`config.mk`:
```
export PLATFORM = sky130hd
export DESIGN_NAME = template_to_string_literal_filter
export DESIGN_NICKNAME = d
export VERILOG_FILES = /design/src/rtl/ttsl_pkg.sv /design/src/rtl/ttsl_front.sv /design/src/rtl/ttsl_queue.sv /design/src/rtl/ttsl_back.sv /design/src/rtl/template_to_string_literal_filter.sv
export SDC_FILE = /design/constraint.sdc
export NUM_CORES = 1
export LEC_CHECK = 0
export BUFFER_PORTS_ARGS = -buffer_cell sky130_fd_sc_hd__buf_2
export CAP_MARGIN = 20
export CELL_PAD_IN_SITES_DETAIL_PLACEMENT = 1
export CELL_PAD_IN_SITES_GLOBAL_PLACEMENT = 1
export CORE_MARGIN = 4
export CORE_UTILIZATION = 34
export DETAILED_ROUTE_END_ITERATION = 8
export HOLD_SLACK_MARGIN = 0.1
export PLACE_DENSITY_LB_ADDON = 0.1
export SLEW_MARGIN = 15
export SYNTH_ARGS = -nofsm -noshare
export SYNTH_HDL_FRONTEND = slang
export SYNTH_HIERARCHICAL = 1
export SYNTH_SLANG_ARGS = --single-unit
export TNS_END_PERCENT = 5
```
`constraint.sdc`:
```
create_clock -name clk -period 3.8 [get_ports clk]
set_clock_uncertainty 0.15 [all_clocks]
set_input_delay 0.38 -clock clk [delete_from_list [all_inputs] [get_ports clk]]
set_output_delay 0.38 -clock clk [all_outputs]
set_load 0.02 [all_outputs]
```
`src/rtl/ttsl_pkg.sv`:
```
`timescale 1ns / 1ps
// Package for the template-to-string-literal filter: beat types, the command
// passed from front to back, character constants and the line-close table.
// No dependencies.
package ttsl_pkg;

	// Characters the filter recognizes or emits.
	localparam logic [7:0] CH_LF     = 8'h0A;
	localparam logic [7:0] CH_CR     = 8'h0D;
	localparam logic [7:0] CH_SPACE  = 8'h20;
	localparam logic [7:0] CH_QUOTE  = 8'h22;
	localparam logic [7:0] CH_BSLASH = 8'h5C;
	localparam logic [7:0] CH_OPEN   = 8'h7B;
	localparam logic [7:0] CH_CLOSE  = 8'h7D;

	// Length of the sequence that closes a literal at a line end.
	localparam int unsigned CLOSE_LEN = 9;

	// Command queue between front and back.
	localparam int unsigned QDEPTH = 4;
	localparam int unsigned QPTR_W = $clog2(QDEPTH);
	localparam int unsigned QCNT_W = $clog2(QDEPTH + 1);

	// Position inside one emit unit; a unit holds at most CLOSE_LEN + 1 bytes.
	localparam int unsigned POS_W = $clog2(CLOSE_LEN + 1);

	typedef struct packed {
		logic [7:0] data_byte;
		logic       file_start;
	} in_item_t;

	typedef struct packed {
		logic [7:0] out_byte;
		logic       last_of_run;
	} out_item_t;

	// One emit unit: optional close sequence or opening quote, optional
	// escape, then the character itself.
	typedef struct packed {
		logic       en;
		logic       quote;
		logic       crlf;
		logic       esc;
		logic [7:0] ch;
	} unit_t;

	// One command: unit a always present, unit b follows when enabled.
	typedef struct packed {
		unit_t a;
		unit_t b;
	} cmd_t;

	// Bytes of the escaped CR LF and closing quote.
	function automatic logic [7:0] close_byte(input logic [POS_W-1:0] idx);
		logic [7:0] b;
		case (idx)
			POS_W'(0): b = CH_BSLASH;
			POS_W'(1): b = 8'h30;
			POS_W'(2): b = 8'h31;
			POS_W'(3): b = 8'h35;
			POS_W'(4): b = CH_BSLASH;
			POS_W'(5): b = 8'h30;
			POS_W'(6): b = 8'h31;
			POS_W'(7): b = 8'h32;
			default:   b = CH_QUOTE;
		endcase
		return b;
	endfunction

endpackage

```
`src/rtl/ttsl_front.sv`:
```
`timescale 1ns / 1ps
// Front end: matches delimiters, tracks code/text mode and literal state,
// and turns each accepted byte into a command. Depends on ttsl_pkg.
module ttsl_front import ttsl_pkg::*; (
	input  logic     clk,
	input  logic     arst_n,
	input  logic     accept,
	input  in_item_t item,
	output logic     push,
	output cmd_t     cmd
);

	logic pend_q, code_q, sc_q;
	logic pend, code, sc_a, sc_b, sc_n, code_n, pend_n;
	logic [7:0] delim;
	unit_t ua, ub;

	// One byte in text mode, given whether a literal is closed.
	function automatic unit_t text_unit(input logic [7:0] b, input logic sc,
			output logic sc_out);
		unit_t u;
		u.en = 1'b1;
		u.ch = b;
		if (b == CH_LF || b == CH_CR) begin
			u.quote = 1'b0;
			u.crlf  = !sc;
			u.esc   = 1'b0;
			sc_out  = 1'b1;
		end else begin
			u.quote = sc;
			u.crlf  = 1'b0;
			u.esc   = (b == CH_QUOTE) || (b == CH_BSLASH);
			sc_out  = 1'b0;
		end
		return u;
	endfunction

	function automatic unit_t mode_unit(input logic [7:0] b, input logic cm,
			input logic sc, output logic sc_out);
		unit_t u;
		if (cm) begin
			u = '{en: 1'b1, quote: 1'b0, crlf: 1'b0, esc: 1'b0, ch: b};
			sc_out = sc;
		end else begin
			u = text_unit(b, sc, sc_out);
		end
		return u;
	endfunction

	always_comb begin
		pend   = item.file_start ? 1'b0 : pend_q;
		code   = item.file_start ? 1'b1 : code_q;
		delim  = code ? CH_OPEN : CH_CLOSE;
		ua     = '0;
		ub     = '0;
		sc_a   = sc_q;
		sc_b   = sc_q;
		sc_n   = sc_q;
		code_n = code;
		pend_n = 1'b0;
		push   = 1'b0;
		if (item.data_byte == delim) begin
			if (!pend) begin
				pend_n = 1'b1;
			end else begin
				push = accept;
				if (code) begin
					code_n = 1'b0;
					sc_n   = 1'b1;
					ua     = '{en: 1'b1, quote: 1'b0, crlf: 1'b0, esc: 1'b0, ch: CH_SPACE};
				end else begin
					code_n = 1'b1;
					ua     = '{en: 1'b1, quote: !sc_q, crlf: 1'b0, esc: 1'b0, ch: CH_SPACE};
				end
			end
		end else begin
			push = accept;
			if (pend) begin
				ua   = mode_unit(delim, code, sc_q, sc_a);
				ub   = mode_unit(item.data_byte, code, sc_a, sc_b);
				sc_n = sc_b;
			end else begin
				ua   = mode_unit(item.data_byte, code, sc_q, sc_a);
				sc_n = sc_a;
			end
		end
		cmd.a = ua;
		cmd.b = ub;
	end

	always_ff @(posedge clk or negedge arst_n) begin
		if (!arst_n) begin
			pend_q <= 1'b0;
			code_q <= 1'b1;
			sc_q   <= 1'b1;
		end else if (accept) begin
			pend_q <= pend_n;
			code_q <= code_n;
			sc_q   <= sc_n;
		end
	end

	// A held delimiter byte only exists while matching is in progress.
	a_push_clears_pend: assert property (@(posedge clk) disable iff (!arst_n)
		push |=> !pend_q) else $error("pending delimiter left set by a command");
	a_text_quote: assert property (@(posedge clk) disable iff (!arst_n)
		(push && !code && cmd.a.quote && cmd.a.ch != CH_SPACE) |-> sc_q)
		else $error("opening quote while a literal is open");
	a_code_plain: assert property (@(posedge clk) disable iff (!arst_n)
		(push && code && !code_n) |-> (cmd.a.ch == CH_SPACE && !cmd.b.en))
		else $error("entering text must emit a lone space");

endmodule

```
`src/rtl/ttsl_queue.sv`:
```
`timescale 1ns / 1ps
// Command queue between front and back: a small register FIFO.
// Depends on ttsl_pkg.
module ttsl_queue import ttsl_pkg::*; (
	input  logic clk,
	input  logic arst_n,
	input  logic push,
	input  cmd_t wdata,
	input  logic pop,
	output logic full,
	output logic nonempty,
	output cmd_t rdata
);

	cmd_t              mem [QDEPTH];
	logic [QPTR_W-1:0] wptr_q, rptr_q;
	logic [QCNT_W-1:0] count_q;

	function automatic logic [QPTR_W-1:0] nxt(input logic [QPTR_W-1:0] p);
		return (p == QPTR_W'(QDEPTH - 1)) ? '0 : p + QPTR_W'(1);
	endfunction

	assign full     = (count_q == QCNT_W'(QDEPTH));
	assign nonempty = (count_q != '0);
	assign rdata    = mem[rptr_q];

	always_ff @(posedge clk) begin
		if (push) begin
			mem[wptr_q] <= wdata;
		end
	end

	always_ff @(posedge clk or negedge arst_n) begin
		if (!arst_n) begin
			wptr_q  <= '0;
			rptr_q  <= '0;
			count_q <= '0;
		end else begin
			if (push) begin
				wptr_q <= nxt(wptr_q);
			end
			if (pop) begin
				rptr_q <= nxt(rptr_q);
			end
			count_q <= count_q + QCNT_W'(push) - QCNT_W'(pop);
		end
	end

	a_no_overflow: assert property (@(posedge clk) disable iff (!arst_n)
		push |-> !full) else $error("command queue overflow");
	a_no_underflow: assert property (@(posedge clk) disable iff (!arst_n)
		pop |-> nonempty) else $error("command queue underflow");
	a_count_range: assert property (@(posedge clk) disable iff (!arst_n)
		count_q <= QCNT_W'(QDEPTH)) else $error("command count out of range");

endmodule

```
`src/rtl/ttsl_back.sv`:
```
`timescale 1ns / 1ps
// Back end: expands the head command into output bytes, one per cycle while
// lit_stall allows, through an output register. Depends on ttsl_pkg.
module ttsl_back import ttsl_pkg::*; (
	input  logic      clk,
	input  logic      arst_n,
	input  logic      head_valid,
	input  cmd_t      head,
	output logic      pop,
	output logic      lit_valid,
	input  logic      lit_stall,
	output out_item_t lit
);

	logic             sel_q;
	logic [POS_W-1:0] pos_q;
	logic             valid_q;
	out_item_t        lit_q;

	unit_t            u;
	logic [POS_W-1:0] len;
	logic [7:0]       ch;
	logic             unit_last, cmd_last, take;

	always_comb begin
		u   = sel_q ? head.b : head.a;
		len = POS_W'(1) + (u.crlf ? POS_W'(CLOSE_LEN) : '0)
			+ POS_W'(u.quote) + POS_W'(u.esc);
		if (u.crlf) begin
			ch = (pos_q < POS_W'(CLOSE_LEN)) ? close_byte(pos_q) : u.ch;
		end else if (u.quote && pos_q == '0) begin
			ch = CH_QUOTE;
		end else if (u.esc && pos_q == POS_W'(u.quote)) begin
			ch = CH_BSLASH;
		end else begin
			ch = u.ch;
		end
		unit_last = (pos_q == len - POS_W'(1));
		cmd_last  = unit_last && (sel_q || !head.b.en);
		take      = head_valid && (!valid_q || !lit_stall);
		pop       = take && cmd_last;
	end

	always_ff @(posedge clk or negedge arst_n) begin
		if (!arst_n) begin
			sel_q   <= 1'b0;
			pos_q   <= '0;
			valid_q <= 1'b0;
		end else begin
			if (!valid_q || !lit_stall) begin
				valid_q <= head_valid;
			end
			if (take) begin
				if (unit_last) begin
					pos_q <= '0;
					sel_q <= !cmd_last;
				end else begin
					pos_q <= pos_q + POS_W'(1);
				end
			end
		end
	end

	always_ff @(posedge clk) begin
		if (take) begin
			lit_q <= '{out_byte: ch, last_of_run: cmd_last};
		end
	end

	assign lit_valid = valid_q;
	assign lit       = lit_q;

	a_pos_bound: assert property (@(posedge clk) disable iff (!arst_n)
		head_valid |-> pos_q < len) else $error("unit position past its end");
	a_sel_b_valid: assert property (@(posedge clk) disable iff (!arst_n)
		(head_valid && sel_q) |-> head.b.en) else $error("second unit selected but absent");
	a_pop_resets: assert property (@(posedge clk) disable iff (!arst_n)
		pop |=> (!sel_q && pos_q == '0)) else $error("sequencer not rewound after command");

endmodule

```
`src/rtl/template_to_string_literal_filter.sv`:
```
`timescale 1ns / 1ps
// Top level of the template-to-string-literal filter: front end, command
// queue and back end. Depends on ttsl_pkg, ttsl_front, ttsl_queue, ttsl_back.
//
//   channel | valid      | stall      | beat                    | direction
//   tmpl    | tmpl_valid | tmpl_stall | in_item_t  (data, start) | into block
//   lit     | lit_valid  | lit_stall  | out_item_t (byte, last)  | out of block
//
// The front end accepts one template byte per cycle while the queue has room
// and classifies it in the same cycle; the back end sends one output byte per
// cycle while lit_stall is low, so a byte that yields one output flows at one
// beat per cycle. A byte that yields n outputs (up to twelve) holds the back
// end until all n have gone; a delimiter start yields none. The command queue
// holds four entries, and tmpl_stall rises only while it is full. Outputs pass
// through the command queue and then leave through an output register. Reset
// clears the mode and queue state; there is no clearing pass.
module template_to_string_literal_filter import ttsl_pkg::*; (
	input  logic      clk,
	input  logic      arst_n,
	input  logic      tmpl_valid,
	output logic      tmpl_stall,
	input  in_item_t  tmpl,
	output logic      lit_valid,
	input  logic      lit_stall,
	output out_item_t lit
);

	logic accept, push, pop, full, nonempty;
	cmd_t cmd, head;

	// A beat is taken whenever the queue has room, even while the back end
	// is still working through a long run.
	assign tmpl_stall = full;
	assign accept     = tmpl_valid && !full;

	// Front end: delimiter matching and escaping decisions.
	ttsl_front u_front (
		.clk    (clk),
		.arst_n (arst_n),
		.accept (accept),
		.item   (tmpl),
		.push   (push),
		.cmd    (cmd)
	);

	// Queue that lets the front run ahead of a stalled or busy back end.
	ttsl_queue u_queue (
		.clk      (clk),
		.arst_n   (arst_n),
		.push     (push),
		.wdata    (cmd),
		.pop      (pop),
		.full     (full),
		.nonempty (nonempty),
		.rdata    (head)
	);

	// Back end: byte-by-byte expansion of each command.
	ttsl_back u_back (
		.clk        (clk),
		.arst_n     (arst_n),
		.head_valid (nonempty),
		.head       (head),
		.pop        (pop),
		.lit_valid  (lit_valid),
		.lit_stall  (lit_stall),
		.lit        (lit)
	);

endmodule

```
## After elaboration in Yosys (flattened, before gate mapping)

Memory sizes are Yosys's and may differ from the RTL's.
Index checks and enable logic that the tools add are counted.

- Input bits: 13
- Logic and storage cells: 108
- Memory bits (writable): 96
- Bits in latches: 0
- Bits in read-only memories: 48
- Bits in registers: 25
- Memories kept: 2
- Output and inout port bits: 11

Memory list:

| memory | words | bits a word | rd ports | clocked after Yosys merged registers in | write ports | line | text |
|---|---|---|---|---|---|---|---|
| u_queue.mem | 4 | 24 | 1 | 0 | 1 | ttsl_queue.sv:15 | `cmd_t mem [QDEPTH];` |
| (no name shown) | 8 | 6 | 1 | 0 | 0 | ttsl_pkg.sv:56 | `case (idx)` |

- Divide/modulo/power cells: 0
- $mul: 0
- Eq/ne operators: 17
- $add $sub $neg: 9
- Order comparisons: 1
- Mux-type cells: 45
- Reduce and logical (&&, ||, !) cells: 23
- Shift-type cells: 0
- Bitwise logic cells: 0

Operator list:

| kind | count |
|---|---|
| 2-to-1 mux 12 bit | 5 |
| 2-to-1 mux 11 bit | 5 |
| 2-to-1 mux 8 bit | 5 |
| == test 8 x 4 -> 1 bit, second input constant | 4 |
| 2-to-1 mux 1 bit | 22 |
| == test 8 x 6 -> 1 bit, second input constant | 2 |
| == test 8 x 7 -> 1 bit, second input constant | 2 |
| 2-to-1 mux 3 bit | 4 |
| adder 4 x 1 -> 4 bit | 2 |
| == test 8 bit | 1 |
| 2-to-1 mux 4 bit | 2 |
| logical NOT 1 bit | 7 |
| logical AND 1 bit | 6 |
| logical OR 1 bit | 6 |
| != test 2 x 1 -> 1 bit, second input constant | 3 |
| adder 1 x 4 -> 4 bit, first input constant | 1 |
| adder 2 x 1 -> 2 bit, second input constant | 2 |
| adder 4 x 1 -> 4 bit, second input constant | 1 |
| == test 2 bit, second input constant | 2 |
| == test 4 x 1 -> 1 bit | 1 |
| == test 4 bit | 1 |
| logical NOT 4 bit | 1 |
| < comparator 4 bit, second input constant | 1 |
| 2-to-1 mux 2 bit | 2 |
| 7 further kinds | 7 |

## Logic depth before layout (Yosys ltp)

Gate-level depths: netlist (run 1).

- Depth after elaboration: 13
- Depth in mapped cells: 16
- Mapped depth without buffers: 14

## Hierarchy

The synthesis (run 1) kept the hierarchy.

Modules (own cells, without submodules):

| module | cells an instance | instances | area an instance (sq um) | sequential area each (sq um) |
|---|---|---|---|---|
| ttsl_queue | 162 | 1 | 3921.3 | 3057.9 |
| ttsl_back | 100 | 1 | 1078.5 | 420.4 |
| ttsl_front | 79 | 1 | 541.8 | 77.6 |
| template_to_string_literal_filter | 1 | 1 | 13.8 | 0.0 |

## Worst setup path before layout (run 1)

OpenSTA, ideal clock, no wires.

- Kind: register to register
- From: register u_queue.rptr_q[0]
- To: register u_queue.count_q[2]
- Required time: 3.527 ns
- Cell stages (with the launch flop): 17
- Clock period less this slack: 3.971 ns
- Slack: -0.171 ns
- Library setup time: 0.123 ns
- Arrival: 3.698 ns
- Path buffers: 2
- Path through: dfrtp_1 buf_6 buf_12 mux4_2 mux2i_4 inv_2 fa_1 xor2_1 nor3_1 nand3b_4 nor2_1 ha_1 inv_1 ha_1 fa_1 xnor2_1 xnor2_1

RTL lines:

| item | line | text |
|---|---|---|
| from (decl) | ttsl_queue.sv:16 | `logic [QPTR_W-1:0] wptr_q, rptr_q;` |
| from (signal assigned) | ttsl_queue.sv:43 | `rptr_q <= nxt(rptr_q);` |
| to (signal assigned) | ttsl_queue.sv:45 | `count_q <= count_q + QCNT_W'(push) - QCNT_W'(pop);` |
| to (decl) | ttsl_queue.sv:17 | `logic [QCNT_W-1:0] count_q;` |

==> results of run 1 <==
-- metal layers --
layer / track usage (%) / vias up / share of wire [%]
met4: 4.75 / 0 / 1.4
met5: 0 / - / 0
met3: 3.83 / 15 / 3.8
met2: 22.1 / 54 / 49
met1: 18.2 / 1505 / 46
li1: - / 1396 / -
-- cells in the final DEF, fill, tap and decap left out, drive strengths merged, types with 2 or more instances in the layout --
cell type	instances
a21oi	6
a31oi	4
a32oi	2
and2	6
and3	12
and4b	2
buf	42
bufinv	4
clkbuf	17
clkinv	7
clkinvlp	4
dfrtp	14
dfstp	2
dlygate4sd3	2
edfxtp	101
fa	2
ha	13
inv	16
mux2	7
mux2i	6
mux4	23
nand2	23
nand2b	4
nand3	5
nand3b	2
nor2	21
nor2b	5
nor3	5
o21ai	14
xnor2	5
xor2	2
-- final cells by class --
class / count / area, sq um
clock buffer: 17 / 425
fill: 1543 / 8870
inverter: 16 / 60.1
clock inverter: 15 / 188
timing repair buffer: 44 / 290
tap: 211 / 264
multi-input combinational: 190 / 1840
sequential: 117 / 3440
-- worst max-delay path, stage by stage (launching register included) --
cell	delay [ps]
dfrtp_1	380
buf_12	140
mux4_2	500
mux2_4	300
fa_1	490
xor2_1	160
nor3_2	220
nand3b_4	120
nor2_4	140
ha_4	140
inv_2	40
ha_4	150
fa_2	400
xnor2_2	140
xnor2_1	120
-- flip-flops by register name, summed over array words and instances (netlist names) --
register	count
u_queue/mem	92
u_back/lit	9
u_back/pos_q	4
u_queue/count_q	3
u_queue/rptr_q	2
u_queue/wptr_q	2
u_back/lit_valid	1
u_back/sel_q	1
u_front/code_q	1
u_front/pend_q	1
u_front/sc_q	1
-- power groups by stage --
| stage | sequential, uW | combinational [uW] | clock, uW |
|---|---|---|---|
| 3_5_place_dp | 2000 | 1880 | 0 |
| 5_1_grt | 2010 | 2150 | 1750 |
| 6_report | 1970 | 1930 | 1640 |
| 4_1_cts | 1980 | 1920 | 1680 |
| 2_1_floorplan | 1990 | 1370 | 0 |
| 3_3_place_gp | 1990 | 1850 | 0 |
-- worst paths after layout --
| path | from | end | cells past startpoint |
|---|---|---|---|
| max in group asynchronous | arst_n | u_front/sc_q | 2 |
| hold reg to reg | u_front/code_q | u_front/code_q | 2 |
| setup / recovery | u_queue/rptr_q[0] | u_queue/count_q[2] | 14 |
| min in group asynchronous | arst_n | u_queue/wptr_q[0] | 2 |
| hold / removal | tmpl[0] | u_front/code_q | 3 |
| setup reg to reg | u_queue/rptr_q[0] | u_queue/count_q[2] | 14 |
-- stage by stage --
step | area, sq um | TNS [ps] | hold WS (ps)
floorplan | 5420 | -10.7 | -65.6
global placement | 5800 | 0 | 194
detailed placement | 5800 | 0 | 196
CTS | 6450 | 0 | 123
global route | 6500 | -75.7 | 147
finish | 6500 | 0 | 146
-- what timing repair did --
| item | CTS | global route |
|---|---|---|
| pin swaps | 4 | 7 |
| hold buffers | 2 | 0 |
| hold endpoints to repair | 17 | 0 |
| setup endpoints to repair | 1 | 2 |
| setup buffers | 2 | 2 |
| resized for setup | 2 | 6 |
==> metrics, run 1 <==
cts bufs inserted=17; P_sw=1760 uW; synth warn=6; antenna violations before repair=0; clock root buffer master=clkbuf_16; RSZ-0062 raised after global routing=true; via count=2,970; combinational share of power=34.9%; largest net degree at the start of global routing=24; Max Fclk=269 MHz; Final period util=97.8%; Internal Power=3780 uW; Final GP Congestion=0.735; Remaining DRCs=0; endpoints failing setup=0; non-filler cells, final=610; status=finished clean; fin nets=414; final hold viol count=0; Final min period=3720 ps; Reg clk slew, reported paths=50 ps; die width=134 um; Netlist Area Pre-Place=5410 sq um; Post-Route Utilization=42.3%; Hold Path Class=primary input to flip-flop; CTS H-tree depth=4; DRT iter0 DRCs=124; vias in the first global route=3,285; dpl ws=31.2 ps; Seq pwr share=35.6%; antenna-violating nets left=0; Die Span Y=134 um; I/O Pins=24; FF-to-FF setup slack=80 ps; Routed WL=11,400 um; Wirelength per Cell=18.7 um; element type at the critical path start=flip-flop; Final Max Tran Viols=0; drt first pass iters=4; crit path kind=flip-flop to flip-flop; worst skew pair latency=410 ps; Row Count=45; max cap viols=0; clock buffer depth=2; Worst Path Required=3940 ps; top fanout value on the critical path=7; slew at the pin with the worst max-slew slack=593 ps; Placed Cells=572; I/O Buffers=23; Final Worst Setup Slack=83.6 ps; diode count=0; DP HPWL=7540 um; Mapped Nets=365; TritonCTS clock tree=done; core area=15,400 sq um; PwrDens=852 nW/um^2; Area Overhead vs Synth=20.2%; CTS Sinks=117; gr ovfl total=0; share of layout cells above drive strength 1=31.8%; initial core utilization=35.2%; Worst EP arrival=3860 ps; Cells after Synth=337; clock power share=29.5%; total power draw=5540 uW; Die Area=18,000 sq um; first-pass GRT wire length=18,700 um; Leak=0.00239 uW; Tot GR Track Use=13.8%; element type at the critical path end=flip-flop; Synth Area per Inst=16.1 sq um; peak supply drop=0.000413 V; switch share=31.8%; Rel. slew slack=60.1%; Vias/cell=4.87
Power figures use the tool's default switching activity.
==> inputs of run 2 (changes only) <==
--- a/config.mk
+++ b/config.mk
@@ -9,8 +9,9 @@
 export CAP_MARGIN = 20
 export CELL_PAD_IN_SITES_DETAIL_PLACEMENT = 1
 export CELL_PAD_IN_SITES_GLOBAL_PLACEMENT = 1
+export CORE_ASPECT_RATIO = 0.5
 export CORE_MARGIN = 4
-export CORE_UTILIZATION = 34
+export CORE_UTILIZATION = 47
 export DETAILED_ROUTE_END_ITERATION = 8
 export HOLD_SLACK_MARGIN = 0.1
 export PLACE_DENSITY_LB_ADDON = 0.1
==> run 2 against run 1 <==
Against the previous run:
- total power decreased by 0.54%
- sequential share of layout area up 0.99 points
- non-clock buffer count increased by 4
- fmax shrank 0.46%
- first-iteration DRC count grew 73%
- clock power decreased by 6%
- via count grew 3.0%
- combinational power is 3% higher
- setup slack worse by 17 ps
- sequential cell count is the same
- largest cell class unchanged
- highest routed layer unchanged
==> metrics, run 2 (same netlist as run 1, synthesis figures left out) <==
status=finished clean; max cap viols=0 (unchanged); Worst R2R End=u_queue/count_q[2]; WL met3=781 um (+78%); gr ovfl total=0 (unchanged); fillcell total=1,053 (-32%); Die Span Y=83.9 um (-37%); clock root buffer master=clkbuf_16; Post-Route Utilization=57.5% (+15 points); FF+latch area=3440 sq um (about the same); Met2 Wirelength=5410 um (-3.1%); Remaining DRCs=0 (unchanged); most frequent cells in the layout=edfxtp_1, buf_2, nand2_1, buf_4; Final Max Tran Viols=0 (unchanged); Row Count=27 (-40%); CTS Sinks=117 (unchanged); die width=160 um (+19%); clock buffer depth=2 (unchanged); Largest Register=u_queue/mem; top fanout value on the critical path=7 (unchanged); first-pass GRT wire length=19,400 um (+3.8%); Multi-input gate area=1810 sq um (-1.4%); Worst Hold End=u_front/code_q; reg2reg path depth=14 (unchanged); Max Fclk=268 MHz (-0.46%); commonest non-fill, non-tap cell in the layout=edfxtp_1; cts bufs inserted=17 (unchanged); Die Area=13,400 sq um (-26%); Hold Path Class=primary input to flip-flop; Leak=0.00240 uW (+0.34%); Final min period=3730 ps (+17.2 ps); element type at the critical path end=flip-flop; Rel. slew slack=64.2% (+4.1 points); initial core utilization=48.7% (+13 points); I/O Pins=24 (unchanged); top layer reached by signal wires=met4; vias in the first global route=3,386 (+3.1%); FF-to-FF setup slack=70 ps (-20 ps); drt first pass iters=4 (unchanged); PwrDens=863 nW/um^2 (+1.3%); largest net degree at the start of global routing=24 (unchanged); DP HPWL=8180 um (+8.5%); Final GP Congestion=0.771 (+4.8%); peak supply drop=0.000334 V (-19%); worst skew pair latency=410 ps (about the same); Largest register FFs=92 (unchanged); I/O Buffers=23 (unchanged); total power draw=5510 uW (-0.54%); antenna-violating nets left=0 (unchanged); TritonCTS clock tree=done; Metal-1 WL=5530 um (+5.7%); crit path kind=flip-flop to flip-flop; element type at the critical path start=flip-flop; Tot GR Track Use=19.4% (+5.6 points); RSZ-0062 raised after global routing=true; slew at the pin with the worst max-slew slack=532 ps (-61.4 ps); min-delay src=tmpl[0]; r2r startpoint=u_queue/rptr_q[0]; via count=3,060 (+3.0%); Routed WL=11,800 um (+3.7%); Vias/cell=5.60 (+15%); worst hold slack=152 ps (+5.84 ps); worst hold stages=3 (unchanged); core area=11,100 sq um (-28%); diode count=0 (unchanged); Reg clk slew, reported paths=60 ps (about the same); Final period util=98.3% (+0.45 points); fin nets=418 (+0.97%); final hold viol count=0 (unchanged); CTS H-tree depth=4 (unchanged); Area Overhead vs Synth=18.1%; endpoints failing setup=0 (unchanged); Worst Path Required=3970 ps (+30 ps); Wirelength per Cell=21.7 um (+16%); DRT iter0 DRCs=214 (+73%); antenna violations before repair=0 (unchanged); Worst EP arrival=3910 ps (+50 ps); share of layout cells above drive strength 1=31.7% (-0.16 points); Sum Neg Setup Slack=0 ps (unchanged)
[run 2: cell count changes in the layout (fill, tap and decap cells not counted), sizes merged]
cell	delta
clkinvlp	-2
clkbuf	+2
bufinv	-1
buf	+4
clkinv	-1
[run 2: worst max path at each step]
stage | start | endpoint | cells past startpoint
floorplan | u_queue/rptr_q[0] | u_queue/count_q[2] | 16
global placement | u_queue/rptr_q[0] | u_queue/count_q[2] | 14
detailed placement | u_queue/rptr_q[1] | u_queue/count_q[2] | 13
CTS | u_queue/rptr_q[0] | u_queue/count_q[2] | 14
global route | u_queue/rptr_q[0] | u_queue/count_q[2] | 14
finish | u_queue/rptr_q[0] | u_queue/count_q[2] | 14
[run 2: layout make-up]
| cell class | count | share of cell area, % |
|---|---|---|
| Sequential cell | 117 | 53.8 |
| Multi-Input combinational cell | 190 | 28.4 |
| Clock buffer | 19 | 6.78 |
| Timing Repair Buffer | 48 | 5.07 |
| Tap cell | 145 | 2.84 |
| Clock inverter | 11 | 2.14 |
| Inverter | 16 | 0.940 |
[run 2: power by group]
| group | leakage (uW) | internal [uW] | switching (uW) | total [uW] |
|---|---|---|---|---|
| clock | 0.000274 | 1010 | 529 | 1540 |
| sequential | 0.00112 | 1810 | 182 | 1990 |
| combinational | 0.000999 | 912 | 1060 | 1980 |
| total | 0.00240 | 3740 | 1780 | 5510 |
[run 2: through the flow]
step / setup slack, ps / area (sq um) / cells
final: 66.4 / 6390 / 546
after global routing: -63.8 / 6390 / 546
after CTS: 22.1 / 6370 / 544
after detailed placement: -3.38 / 5730 / 508
after global placement: 95.8 / 5730 / 508
after floorplan: -10.7 / 5420 / 337
[run 2: critical path: stages, from the launching register on]
cell and delay, ps:
dfrtp_1 400, buf_12 140, mux4_2 480, mux2_4 300
fa_1 450, xor2_1 170, nor3_2 270, nand3b_4 130
nor2_4 120, ha_1 130, inv_1 40, ha_2 170
fa_2 380, xnor2_2 180, xnor2_1 140
[run 2: what timing repair did]
item | in CTS | in global routing
pin swaps | 2 | 1
endpoints found under the setup margin | 1 | 2
endpoints found under the hold margin | 17 | 0
setup buffers | 4 | 2
hold buffers | 2 | 0
gates resized for setup | 6 | 0
[run 2: layer usage]
| metal | vias to the layer above | GRT usage (%) |
|---|---|---|
| li1 | 1402 | - |
| met1 | 1568 | 27.8 |
| met2 | 80 | 29.2 |
| met3 | 10 | 5.18 |
| met4 | 0 | 6.14 |
| met5 | - | 0 |
==> inputs of run 3 (changes only) <==
--- a/config.mk
+++ b/config.mk
@@ -13,6 +13,7 @@
 export CORE_MARGIN = 4
 export CORE_UTILIZATION = 47
 export DETAILED_ROUTE_END_ITERATION = 8
+export GPL_TIMING_DRIVEN = 0
 export HOLD_SLACK_MARGIN = 0.1
 export PLACE_DENSITY_LB_ADDON = 0.1
 export SLEW_MARGIN = 15
==> run 3 against run 2 <==
Against the previous run:
- the flow now finishes with violations (negative setup slack)
- global-route usage up 1.6 points
- utilization up 1.8 points
- critical endpoint unchanged
- combinational power up 12%
- clock power up 18%
- final cell count up 1.1%
- clock-buffer cell count up 5
- total power up 8.3%
- largest cell class unchanged
- routed wire length up 10%
- sequential cell count unchanged
==> metrics, run 3 (same netlist as run 1, synthesis figures left out) <==
status=finished with violations; failing checks=negative setup slack; I/O Buffers=23 (unchanged); fin nets=422 (+0.96%); element type at the critical path end=flip-flop; element type at the critical path start=flip-flop; I/O Pins=24 (unchanged); Tot GR Track Use=21.1% (+1.6 points); dpl ws=-454 ps (-450 ps); vias in the first global route=3,492 (+3.1%); Largest Register=u_queue/mem; DP HPWL=8380 um (+2.4%); gr ovfl total=0 (unchanged); top fanout value on the critical path=6 (-1); Remaining DRCs=0 (unchanged); worst skew pair latency=410 ps (about the same); most frequent cells in the layout=edfxtp_1, buf_2, nand2_1, nor2_1, mux4_2; die width=160 um (unchanged); clock buffer depth=2 (unchanged); slowest cell on the critical path=fa_2; FF-to-FF setup slack=-10 ps (-80 ps); diode count=0 (unchanged); DRT iter0 DRCs=224 (+4.7%); Final min period=3810 ps (+78.6 ps); Max Fclk=262 MHz (-2.1%); Area Overhead vs Synth=21.8%; cts bufs inserted=17 (unchanged); Rel. slew slack=54.3% (-9.9 points); antenna violations before repair=0 (unchanged); Worst EP arrival=3960 ps (+50 ps); Largest register FFs=92 (unchanged); worst hold slack=136 ps (-16.1 ps); Final period util=100% (+2.1 points); final hold viol count=0 (unchanged); Leak=0.00248 uW (+3.4%); Final Max Tran Viols=0 (unchanged); core area=11,100 sq um (unchanged); Wirelength per Cell=23.7 um (+9.1%); via count=3,204 (+4.7%); initial core utilization=48.7% (unchanged); peak supply drop=0.000358 V (+7.3%); non-filler cells, final=552 (+1.1%); PwrDens=906 nW/um^2 (+4.9%); largest net degree at the start of global routing=24 (unchanged); Worst Path Required=3940 ps (-30 ps); max cap viols=0 (unchanged); first-pass GRT wire length=20,700 um (+7.1%); CTS H-tree depth=4 (unchanged); crit path kind=flip-flop to flip-flop; Hold Path Class=primary input to flip-flop; Final Worst Setup Slack=-12.2 ps (-78.6 ps); Row Count=27 (unchanged); slew at the pin with the worst max-slew slack=685 ps (+153 ps); Routed WL=13,100 um (+10%); Vias/cell=5.80 (+3.6%); worst-path cell chain=buf_6 -> buf_12 -> mux4_2 -> mux2_4 -> fa_2 -> xor2_2 -> nor3_4 -> nand3b_4 -> nor2_4 -> ha_4 -> inv_2 -> ha_4 -> fa_2 -> xnor2_2 -> xnor2_1; Final GP Congestion=0.815 (+5.8%); Reg clk slew, reported paths=50 ps (about the same); endpoints failing setup=1 (+1); TritonCTS clock tree=done; Die Area=13,400 sq um (unchanged); drt first pass iters=5 (+1); Die Span Y=83.9 um (unchanged); Placed Cells=505 (-0.59%); antenna-violating nets left=0 (unchanged); share of layout cells above drive strength 1=35.1% (+3.5 points); clock root buffer master=clkbuf_16; CTS Sinks=117 (unchanged); commonest non-fill, non-tap cell in the layout=edfxtp_1; RSZ-0062 raised after global routing=true; CP peak stage delay=590 ps (+110 ps)
run 3: changes by cell type in the layout (fill, tap and decap cells not counted), sizes merged:
cell and delta:
buf +2, clkinv -3, clkbuf +7, bufinv +2
clkinvlp -2
run 3: per-layer routing:
metal	vias to the layer above	global-route usage [%]	share of wire (%)
li1	1409	-	-
met4	0	5.91	0.85
met5	-	0	0
met3	11	5.62	6.0
met1	1678	29.8	46
met2	106	32.5	47
run 3: final cells by class:
type	instances	area (sq um)
plain buffers	14	139
fillers	1028	4520
clock inverters	8	169
multi-input cells	190	1870
repair buffers	38	233
inverters	16	60.1
flip-flops and latches	117	3440
well taps	145	181
clock buffers	24	502
run 3: final timing paths:
| path | startpoint | to | depth (start not counted) |
|---|---|---|---|
| worst max-delay path | u_queue/rptr_q[0] | u_queue/count_q[2] | 15 |
| worst min-delay path | tmpl[0] | u_front/code_q | 3 |
| worst max register to register | u_queue/rptr_q[0] | u_queue/count_q[2] | 15 |
| worst min register to register | u_back/lit_valid | u_back/lit_valid | 1 |
| max in group asynchronous | arst_n | u_front/code_q | 2 |
| min in group asynchronous | arst_n | u_back/lit_valid | 2 |
run 3: through the flow:
| stage | power (uW) | utilization (%) | instance area (sq um) | setup TNS, ps |
|---|---|---|---|---|
| floorplan | 3360 | - | 5420 | -10.7 |
| global placement | 3790 | 51.4 | 5710 | -478 |
| detailed placement | 3900 | 51.4 | 5720 | -714 |
| CTS | 5930 | 59.1 | 6560 | -140 |
| global route | 6300 | 59.3 | 6590 | -185 |
| finish | 5970 | 59.3 | 6590 | -12.2 |
run 3: repair_timing:
action | in CTS | in global routing
setup endpoints to repair | 2 | 2
endpoints found under the hold margin | 17 | 0
resized for setup | 13 | 5
buffers inserted | 12 | 1
pin swaps | 7 | 7
hold buffers | 2 | 0
run 3: worst max-delay path: cells and delay by family, from the launching register on:
family	cells	cell delay [ps]
AND/OR/NAND/NOR	3	210
XOR/XNOR	3	460
adder cells (fa/ha/maj)	4	1370
flip-flops	1	370
buffers and inverters	3	300
multiplexers	2	820
run 3: power breakdown:
| group | switching [uW] | internal [uW] | total (uW) |
|---|---|---|---|
| clock network | 556 | 1250 | 1810 |
| registers | 131 | 1810 | 1950 |
| logic | 1230 | 985 | 2220 |
| total | 1920 | 4050 | 5970 |
